**config.mk**
```make
export PLATFORM = sky130hd
export DESIGN_NAME = byte_block_transposition
export DESIGN_NICKNAME = d
export VERILOG_FILES = /design/src/bbt_pkg.sv /design/src/bbt_ctrl.sv /design/src/bbt_datapath.sv /design/src/byte_block_transposition.sv
export SDC_FILE = /design/constraint.sdc
export NUM_CORES = 1
export LEC_CHECK = 0
export ABC_AREA = 1
export BUFFER_PORTS_ARGS = -buffer_cell sky130_fd_sc_hd__buf_2
export CORE_MARGIN = 2
export CORE_UTILIZATION = 30
export DETAILED_ROUTE_END_ITERATION = 8
export PLACE_DENSITY = 0.41
export SETUP_SLACK_MARGIN = 0.05
export SYNTH_ARGS = -nofsm -noshare
export SYNTH_HDL_FRONTEND = slang
export SYNTH_SLANG_ARGS = --single-unit
```
**constraint.sdc**
```tcl
create_clock -name clk -period 7.7 [get_ports clk]
set_clock_uncertainty 0.15 [all_clocks]
set_input_delay 0.385 -clock clk [delete_from_list [all_inputs] [get_ports clk]]
set_output_delay 0.385 -clock clk [all_outputs]
set_load 0.02 [all_outputs]
```
**src/bbt_pkg.sv**
```systemverilog
package bbt_pkg;

	// Permutation table layout and register widths
	localparam int PERM_SLOTS = 8;
	localparam int ENTRY_W    = 3;
	localparam int BLEN_W     = 4;
	localparam int PERM_W     = PERM_SLOTS * ENTRY_W;
	localparam int BYTE_W     = 8;
	localparam int CFG_IDX_W  = 2;

	// Configuration register indexes
	localparam logic [CFG_IDX_W-1:0] CFG_BLOCK_LEN    = 2'd0;
	localparam logic [CFG_IDX_W-1:0] CFG_PERM_TABLE   = 2'd1;
	localparam logic [CFG_IDX_W-1:0] CFG_DECRYPT_MODE = 2'd2;

	// Register reset values: full block, identity permutation, encrypt
	localparam logic [BLEN_W-1:0] BLEN_RESET = 4'd8;
	localparam logic [PERM_W-1:0] PERM_RESET = 24'd16434824;

	// Commands from the controller to the datapath
	typedef struct packed {
		logic take;    // store the input beat
		logic perm;    // permute the closed block into the result buffer
		logic trim;    // work out how many result beats to send
		logic load;    // push the next result beat into the output register
	} cmd_t;

	// Status from the datapath to the controller
	typedef struct packed {
		logic close;      // the beat on offer closes the block
		logic out_free;   // output register can take a beat this cycle
		logic emit_last;  // the beat being loaded is the last of the block
	} stat_t;

endpackage

```
**src/bbt_ctrl.sv**
```systemverilog
module bbt_ctrl (
	input  logic           clk,
	input  logic           arst_n,
	input  logic           s_tvalid,
	output logic           s_tready,
	input  bbt_pkg::stat_t stat,
	output bbt_pkg::cmd_t  cmd
);

	typedef enum logic [1:0] {
		ST_COLLECT,
		ST_PERM,
		ST_TRIM,
		ST_EMIT
	} state_t;

	state_t state_q;
	logic   ready_q;

	// Issue commands from the current state
	always_comb begin
		cmd.take = ready_q && s_tvalid;
		cmd.perm = (state_q == ST_PERM);
		cmd.trim = (state_q == ST_TRIM);
		cmd.load = (state_q == ST_EMIT) && stat.out_free;
	end

	assign s_tready = ready_q;

	// Advance the sequencer and hold the input ready
	always_ff @(posedge clk or negedge arst_n) begin
		if (!arst_n) begin
			state_q <= ST_COLLECT;
			ready_q <= 1'b1;
		end else begin
			unique case (state_q)
				ST_COLLECT: begin
					if (cmd.take && stat.close) begin
						state_q <= ST_PERM;
						ready_q <= 1'b0;
					end
				end
				ST_PERM: begin
					state_q <= ST_TRIM;
				end
				ST_TRIM: begin
					state_q <= ST_EMIT;
				end
				ST_EMIT: begin
					if (stat.out_free && stat.emit_last) begin
						state_q <= ST_COLLECT;
						ready_q <= 1'b1;
					end
				end
				default: begin
					state_q <= ST_COLLECT;
					ready_q <= 1'b1;
				end
			endcase
		end
	end

endmodule

```
**src/bbt_datapath.sv**
```systemverilog
module bbt_datapath #(
	parameter int MAX_BLOCK = 8
) (
	input  logic                           clk,
	input  logic                           arst_n,
	input  logic                           cfg_valid,
	input  logic [bbt_pkg::CFG_IDX_W-1:0]  cfg_index,
	input  logic [bbt_pkg::PERM_W-1:0]     cfg_data,
	input  logic [bbt_pkg::BYTE_W-1:0]     s_tdata,
	input  logic                           s_tlast,
	input  bbt_pkg::cmd_t                  cmd,
	output bbt_pkg::stat_t                 stat,
	input  logic                           m_tready,
	output logic                           m_tvalid,
	output logic [bbt_pkg::BYTE_W-1:0]     m_tdata,
	output logic                           m_tuser,
	output logic                           m_tlast
);

	localparam int CAP    = (MAX_BLOCK < bbt_pkg::PERM_SLOTS) ? MAX_BLOCK : bbt_pkg::PERM_SLOTS;
	localparam int IDX_W  = $clog2(CAP);
	localparam int LEN_W  = $clog2(CAP + 1);
	localparam int BLEN_W = bbt_pkg::BLEN_W;
	localparam int ENT_W  = bbt_pkg::ENTRY_W;
	localparam int BYTE_W = bbt_pkg::BYTE_W;

	// Configuration registers
	logic [BLEN_W-1:0]           block_len_q;
	logic [bbt_pkg::PERM_W-1:0]  perm_q;
	logic                        decrypt_q;

	// Gather buffer and block bookkeeping
	logic [BYTE_W-1:0] buf_q [CAP];
	logic [IDX_W-1:0]  fill_q;
	logic [IDX_W-1:0]  hold_q;
	logic              eos_q;

	// Result buffer and emission bookkeeping
	logic [BYTE_W-1:0] res_q [CAP];
	logic [LEN_W-1:0]  cnt_q;
	logic              empty_q;
	logic [IDX_W-1:0]  idx_q;

	// Output register
	logic              m_tvalid_q;
	logic [BYTE_W-1:0] m_tdata_q;
	logic              m_tuser_q;
	logic              m_tlast_q;

	logic [LEN_W-1:0]  len_c;
	logic [BLEN_W-1:0] len_b;
	logic [BYTE_W-1:0] blk_c [CAP];
	logic [BYTE_W-1:0] res_c [CAP];
	logic [LEN_W-1:0]  n_c;

	// Limit the block length to 1..CAP
	always_comb begin
		if (block_len_q == '0) begin
			len_c = LEN_W'(1);
		end else if (block_len_q > BLEN_W'(CAP)) begin
			len_c = LEN_W'(CAP);
		end else begin
			len_c = LEN_W'(block_len_q);
		end
		len_b = BLEN_W'(len_c);
	end

	// Report block close, output space and last beat
	always_comb begin
		stat.close     = s_tlast || ((BLEN_W'(fill_q) + BLEN_W'(1)) >= len_b);
		stat.out_free  = !m_tvalid_q || m_tready;
		stat.emit_last = empty_q || ((LEN_W'(idx_q) + LEN_W'(1)) == cnt_q);
	end

	// Pad the closed block with zeros beyond the fill and the length
	always_comb begin
		for (int i = 0; i < CAP; i++) begin
			if ((BLEN_W'(i) < len_b) && (IDX_W'(i) <= hold_q)) begin
				blk_c[i] = buf_q[i];
			end else begin
				blk_c[i] = '0;
			end
		end
	end

	// Route block bytes to their result slots
	always_comb begin
		logic [ENT_W-1:0] ent;
		ent = '0;
		for (int o = 0; o < CAP; o++) begin
			res_c[o] = '0;
			if (decrypt_q) begin
				// output slot o takes the source that its entry names
				ent = perm_q[o*ENT_W +: ENT_W];
				if ((BLEN_W'(ent) < len_b) && (BLEN_W'(o) < len_b)) begin
					for (int j = 0; j < CAP; j++) begin
						if (ent == ENT_W'(j)) begin
							res_c[o] = blk_c[j];
						end
					end
				end
			end else begin
				// source i goes to its target; the higher source wins a clash
				for (int i = 0; i < CAP; i++) begin
					ent = perm_q[i*ENT_W +: ENT_W];
					if ((BLEN_W'(i) < len_b) && (BLEN_W'(ent) < len_b) &&
					    (ent == ENT_W'(o))) begin
						res_c[o] = blk_c[i];
					end
				end
			end
		end
	end

	// Count result beats: strip trailing zeros of a final decrypted block
	always_comb begin
		n_c = '0;
		for (int o = 0; o < CAP; o++) begin
			if (res_q[o] != '0) begin
				n_c = LEN_W'(o + 1);
			end
		end
		if (!(eos_q && decrypt_q)) begin
			n_c = len_c;
		end
	end

	// Write configuration registers
	always_ff @(posedge clk or negedge arst_n) begin
		if (!arst_n) begin
			block_len_q <= bbt_pkg::BLEN_RESET;
			perm_q      <= bbt_pkg::PERM_RESET;
			decrypt_q   <= 1'b0;
		end else if (cfg_valid) begin
			unique case (cfg_index)
				bbt_pkg::CFG_BLOCK_LEN:    block_len_q <= cfg_data[BLEN_W-1:0];
				bbt_pkg::CFG_PERM_TABLE:   perm_q      <= cfg_data;
				bbt_pkg::CFG_DECRYPT_MODE: decrypt_q   <= cfg_data[0];
				default: begin
				end
			endcase
		end
	end

	// Advance the fill count
	always_ff @(posedge clk or negedge arst_n) begin
		if (!arst_n) begin
			fill_q <= '0;
		end else if (cmd.take) begin
			if (stat.close) begin
				fill_q <= '0;
			end else begin
				fill_q <= fill_q + IDX_W'(1);
			end
		end
	end

	// Store input beats and the closing state of the block
	always_ff @(posedge clk) begin
		if (cmd.take) begin
			buf_q[fill_q] <= s_tdata;
			if (stat.close) begin
				hold_q <= fill_q;
				eos_q  <= s_tlast;
			end
		end
	end

	// Capture the permuted block, then its beat count
	always_ff @(posedge clk) begin
		if (cmd.perm) begin
			res_q <= res_c;
		end
		if (cmd.trim) begin
			cnt_q   <= n_c;
			empty_q <= (n_c == '0);
			idx_q   <= '0;
		end else if (cmd.load) begin
			idx_q <= idx_q + IDX_W'(1);
		end
	end

	// Hold the output valid until the beat is taken
	always_ff @(posedge clk or negedge arst_n) begin
		if (!arst_n) begin
			m_tvalid_q <= 1'b0;
		end else if (cmd.load) begin
			m_tvalid_q <= 1'b1;
		end else if (m_tready) begin
			m_tvalid_q <= 1'b0;
		end
	end

	// Load the next result beat; an empty final block sends a bare marker
	always_ff @(posedge clk) begin
		if (cmd.load) begin
			m_tdata_q <= empty_q ? '0 : res_q[idx_q];
			m_tuser_q <= !empty_q;
			m_tlast_q <= eos_q && stat.emit_last;
		end
	end

	assign m_tvalid = m_tvalid_q;
	assign m_tdata  = m_tdata_q;
	assign m_tuser  = m_tuser_q;
	assign m_tlast  = m_tlast_q;

endmodule

```
**src/byte_block_transposition.sv**
```systemverilog
// Block transposition of a byte stream, L bytes to a block (L = block_len, 1..min(MAX_BLOCK,8)).
// Input beats are taken one per cycle while a block gathers; the closing beat is followed by
// the permute and trim states, then n result beats from the single result buffer.
// The first result beat is loaded into the output register after permute and trim; n = L, or
// fewer for a stripped final block. No new input is taken until the last result beat is loaded.
// arst_n is asynchronous, active low: registers return to block_len 8, identity, encrypt.
module byte_block_transposition #(
	parameter int MAX_BLOCK = 8
) (
	input  logic        clk,
	input  logic        arst_n,
	// configuration write channel
	input  logic        cfg_valid,
	output logic        cfg_ready,
	input  logic [1:0]  cfg_index,
	input  logic [23:0] cfg_data,
	// input stream
	input  logic        s_tvalid,
	output logic        s_tready,
	input  logic [7:0]  s_tdata,   // [7:0] data_byte
	input  logic        s_tlast,   // end_of_stream
	// output stream
	output logic        m_tvalid,
	input  logic        m_tready,
	output logic [7:0]  m_tdata,   // [7:0] out_byte
	output logic        m_tuser,   // [0] byte_valid
	output logic        m_tlast    // last_out
);

	bbt_pkg::cmd_t  cmd;
	bbt_pkg::stat_t stat;

	// Registers take a write in every cycle
	assign cfg_ready = 1'b1;

	bbt_ctrl u_ctrl (
		.clk      (clk),
		.arst_n   (arst_n),
		.s_tvalid (s_tvalid),
		.s_tready (s_tready),
		.stat     (stat),
		.cmd      (cmd)
	);

	bbt_datapath #(
		.MAX_BLOCK (MAX_BLOCK)
	) u_datapath (
		.clk       (clk),
		.arst_n    (arst_n),
		.cfg_valid (cfg_valid),
		.cfg_index (cfg_index),
		.cfg_data  (cfg_data),
		.s_tdata   (s_tdata),
		.s_tlast   (s_tlast),
		.cmd       (cmd),
		.stat      (stat),
		.m_tready  (m_tready),
		.m_tvalid  (m_tvalid),
		.m_tdata   (m_tdata),
		.m_tuser   (m_tuser),
		.m_tlast   (m_tlast)
	);

endmodule

```
==> qor.yml <==
run_status:
  status: "finished clean"
sta:
  finalWorstPathRequiredPeriod_ns: 4.50
  timing.fmax_mhz: 222
  post-route-period-util: 0.585
  maxSlewViolCount: 0
  setup_violations: 0
  hold-worst-slack_ns: 0.0250
  tns_ns: 0
  rsz0062_at_grt: "no"
  finalHoldViolations: 0
  worst_pin_slew_ns: 1.29
  relSlewSlack: 0.131
power_and_ir_drop:
  leakagePower_nw: 8.29
  ir_drop_mv: 0.233
  p_total_mw: 5.49
  powerDensity_nw_per_um2: 285
routing:
  dr.pass1.iters: 7
  num_vias: 21600
  wl_per_cell_microns: 32.0
  drtAntennaViolNets: 0
  drtIter0Drc: 2855
  drt-total-wl_mm: 113
  drc: 0
  routed_via_density: 6.13
flow_run:
  cap_violations: 0
finish:
  area_growth_pct: 9.59
  drive_gt1_frac: 0.0769
  layout.cell_area.non_filler_sq_um: 19300
  layout.nets: 2808
placement:
  postPlaceCellArea_sq_um: 18500
  dp_hpwl_mm: 81.5
  place_congestion: 1.03
  port_buffers: 51
clock_network:
  cts_max_level: 4
  cts_buffers: 17
  clkLatencyLatePin_ns: 0.52
  cts_setup_buffers: 0
  cts_resized: 0
  path_clk_slew_ns: 0.09
  cts-root-buf: "clkbuf_16"
  cts.sinks: 186
  clockBufferDepth: 2
  cts_tree: "done"
synthesis:
  yosysTopAreaCellShare: 0.251
  synth_top_flop_cell: "edfxtp_1"
  async_flop_share: 0.194
  avgSynthCellArea_sq_um: 6.37
  ys_ff_latch: 186
  yosys_warnings: 0
  synth_edf_count: 147
  synth-seq-area-share: 0.307
  synth_top_area_cell: "edfxtp_1"
  yosys-top-cells-area: "edfxtp_1 (25%), nand2_1 (17%), a21oi_1 (12%)"
  syn_inst: 2760
  yosys.cell_types.count: 51
  yosysMostFrequentCell: "nand2_1"
  syn_area_sq_um: 17600
  synth_nets: 2824
  synth_common_cells: "nand2_1 (801), a21oi_1 (410), o21ai_0 (235)"
worst_setup_path:
  worstSetupPathType: "reg2reg"
  crit_fanout: 14
  r2r_start: "u_datapath.block_len_q[3]"
  cp.arrival_ns: 4.55
  worst_ep_required_time_ns: 7.75
  crit_path_start_kind: "flop"
  r2r_setup_slack_ns: 3.20
  crit_path_end_kind: "flop"
  reg2reg_depth: 14
  reg2reg_to: "u_datapath.res_q[59]"
global_route:
  grt_busiest_layer: "met2"
  met3_usage: 0.0887
  gr-usage-met2: 0.547
  grt_overflow_total: 0
  grt_pass1_wl_mm: 156
  grt_max_degree: 65
  grtUsageTotal: 0.370
  grt_use_met1: 0.487
  antenna_found_initial: 5
  grt_pass1_vias: 19900
worst_hold_path:
  hold_end: "u_datapath.block_len_q[1]"
  hold_start: "cfg_data[1]"
  holdPathStages: 3
  min_path_type: "in2reg"
floorplanning:
  initial_utilization: 0.304
  die_y_microns: 246
  row_count: 88
  coreArea_sq_um: 57800
  fp.dieW_microns: 246
  io-pin-count: 53
  dieArea_sq_um: 60500
-- stage by stage --
stage | setup slack (ns) | std cells | util
after floorplan | 4.37 | 2760 | -
after global placement | 3.28 | 3469 | 0.320
after detailed placement | 3.36 | 3469 | 0.320
after CTS | 3.33 | 3522 | 0.333
after global routing | 2.96 | 3522 | 0.333
final | 3.20 | 3525 | 0.333
-- sequential cells by signal (all words and copies together) (netlist names) --
| register | count |
|---|---|
| u_datapath.block_len_q | 4 |
| u_datapath.m_tlast | 1 |
| u_datapath.idx_q | 3 |
| u_datapath.cnt_q | 4 |
| u_datapath.empty_q | 1 |
| u_datapath.fill_q | 3 |
| u_ctrl.s_tready | 1 |
| u_datapath.m_tvalid | 1 |
| u_datapath.m_tuser | 1 |
| u_datapath.perm_q | 24 |
| u_datapath.hold_q | 3 |
| u_datapath.res_q | 64 |
| u_datapath.eos_q | 1 |
| u_datapath.m_tdata | 8 |
| u_datapath.decrypt_q | 1 |
| u_datapath.buf_q | 64 |
| u_ctrl.state_q | 2 |
-- layer usage --
metal  vias to the layer above  share of wire
li1                       9549              -
met1                     10300           0.41
met2                      1457           0.42
met3                       353           0.10
met4                         4          0.066
met5                         -        0.00024
-- layout make-up --
type                    instances  area (sq um)
inverters                     228           858
well taps                     765           957
multi-input cells            2199         10700
flip-flops and latches        186          5390
clock inverters                13           123
repair buffers                112           766
diodes                          3          7.51
clock buffers                  19           443
fillers                      6400         38500
-- repair_timing --
item                                   CTS  global route
setup endpoints to repair                0             0
hold buffers                            21             0
endpoints found under the hold margin   42             0
-- critical path, cell delays in order, from the launching register on --
cell and delay, ns:
dfstp_2 0.72, nor2_1 0.12, inv_1 0.52, ha_1 0.35, a21boi_1 0.13, o211ai_2 0.23
nand3_2 0.35, nor2_1 0.94, inv_1 0.20, nand2_1 0.13, nand2_1 0.06, nand2_1 0.06
nand2_1 0.05, nand2_1 0.05, nand2_1 0.10
-- worst max-delay path by stage --
stage                              start                   end  slack, ns  cells after the start
4_1_cts        u_datapath.block_len_q[3]  u_datapath.res_q[50]       3.33                     14
3_5_place_dp   u_datapath.block_len_q[3]  u_datapath.res_q[55]       3.36                     12
5_1_grt        u_datapath.block_len_q[3]  u_datapath.res_q[59]       2.96                     14
2_1_floorplan  u_datapath.block_len_q[3]  u_datapath.res_q[52]       4.37                     20
6_report       u_datapath.block_len_q[3]  u_datapath.res_q[59]       3.20                     14
3_3_place_gp   u_datapath.block_len_q[3]  u_datapath.res_q[55]       3.28                     12
-- kinds of logic after synthesis --
family / count (synthesis) / synth area share
adders and majority gates: 24 / 0.0171
and+or+nand+nor: 1294 / 0.311
other: 1 / 0.000213
xor gates and xnor gates: 5 / 0.00249
buffers and inverters: 375 / 0.0844
DFF: 186 / 0.307
AOI/OAI and AO/OA: 875 / 0.278
-- cell usage in the layout, fill, tap and decap left out, types with 51 or more instances in the layout --
cell type	n
a21oi_1	410
nand2_1	801
buf_2	51
nand4_1	51
o22ai_1	99
o21ai_0	235
nor2_1	211
inv_1	195
nand3_1	120
edfxtp_1	147
-- power by group --
part / leakage (nW) / internal [mW] / switching [mW]
clock network: 0.281 / 0.438 / 0.484
logic: 6.20 / 0.666 / 2.24
registers: 1.81 / 1.43 / 0.233
total: 8.29 / 2.53 / 2.96
No activity file was read; power rests on OpenSTA's default activity.
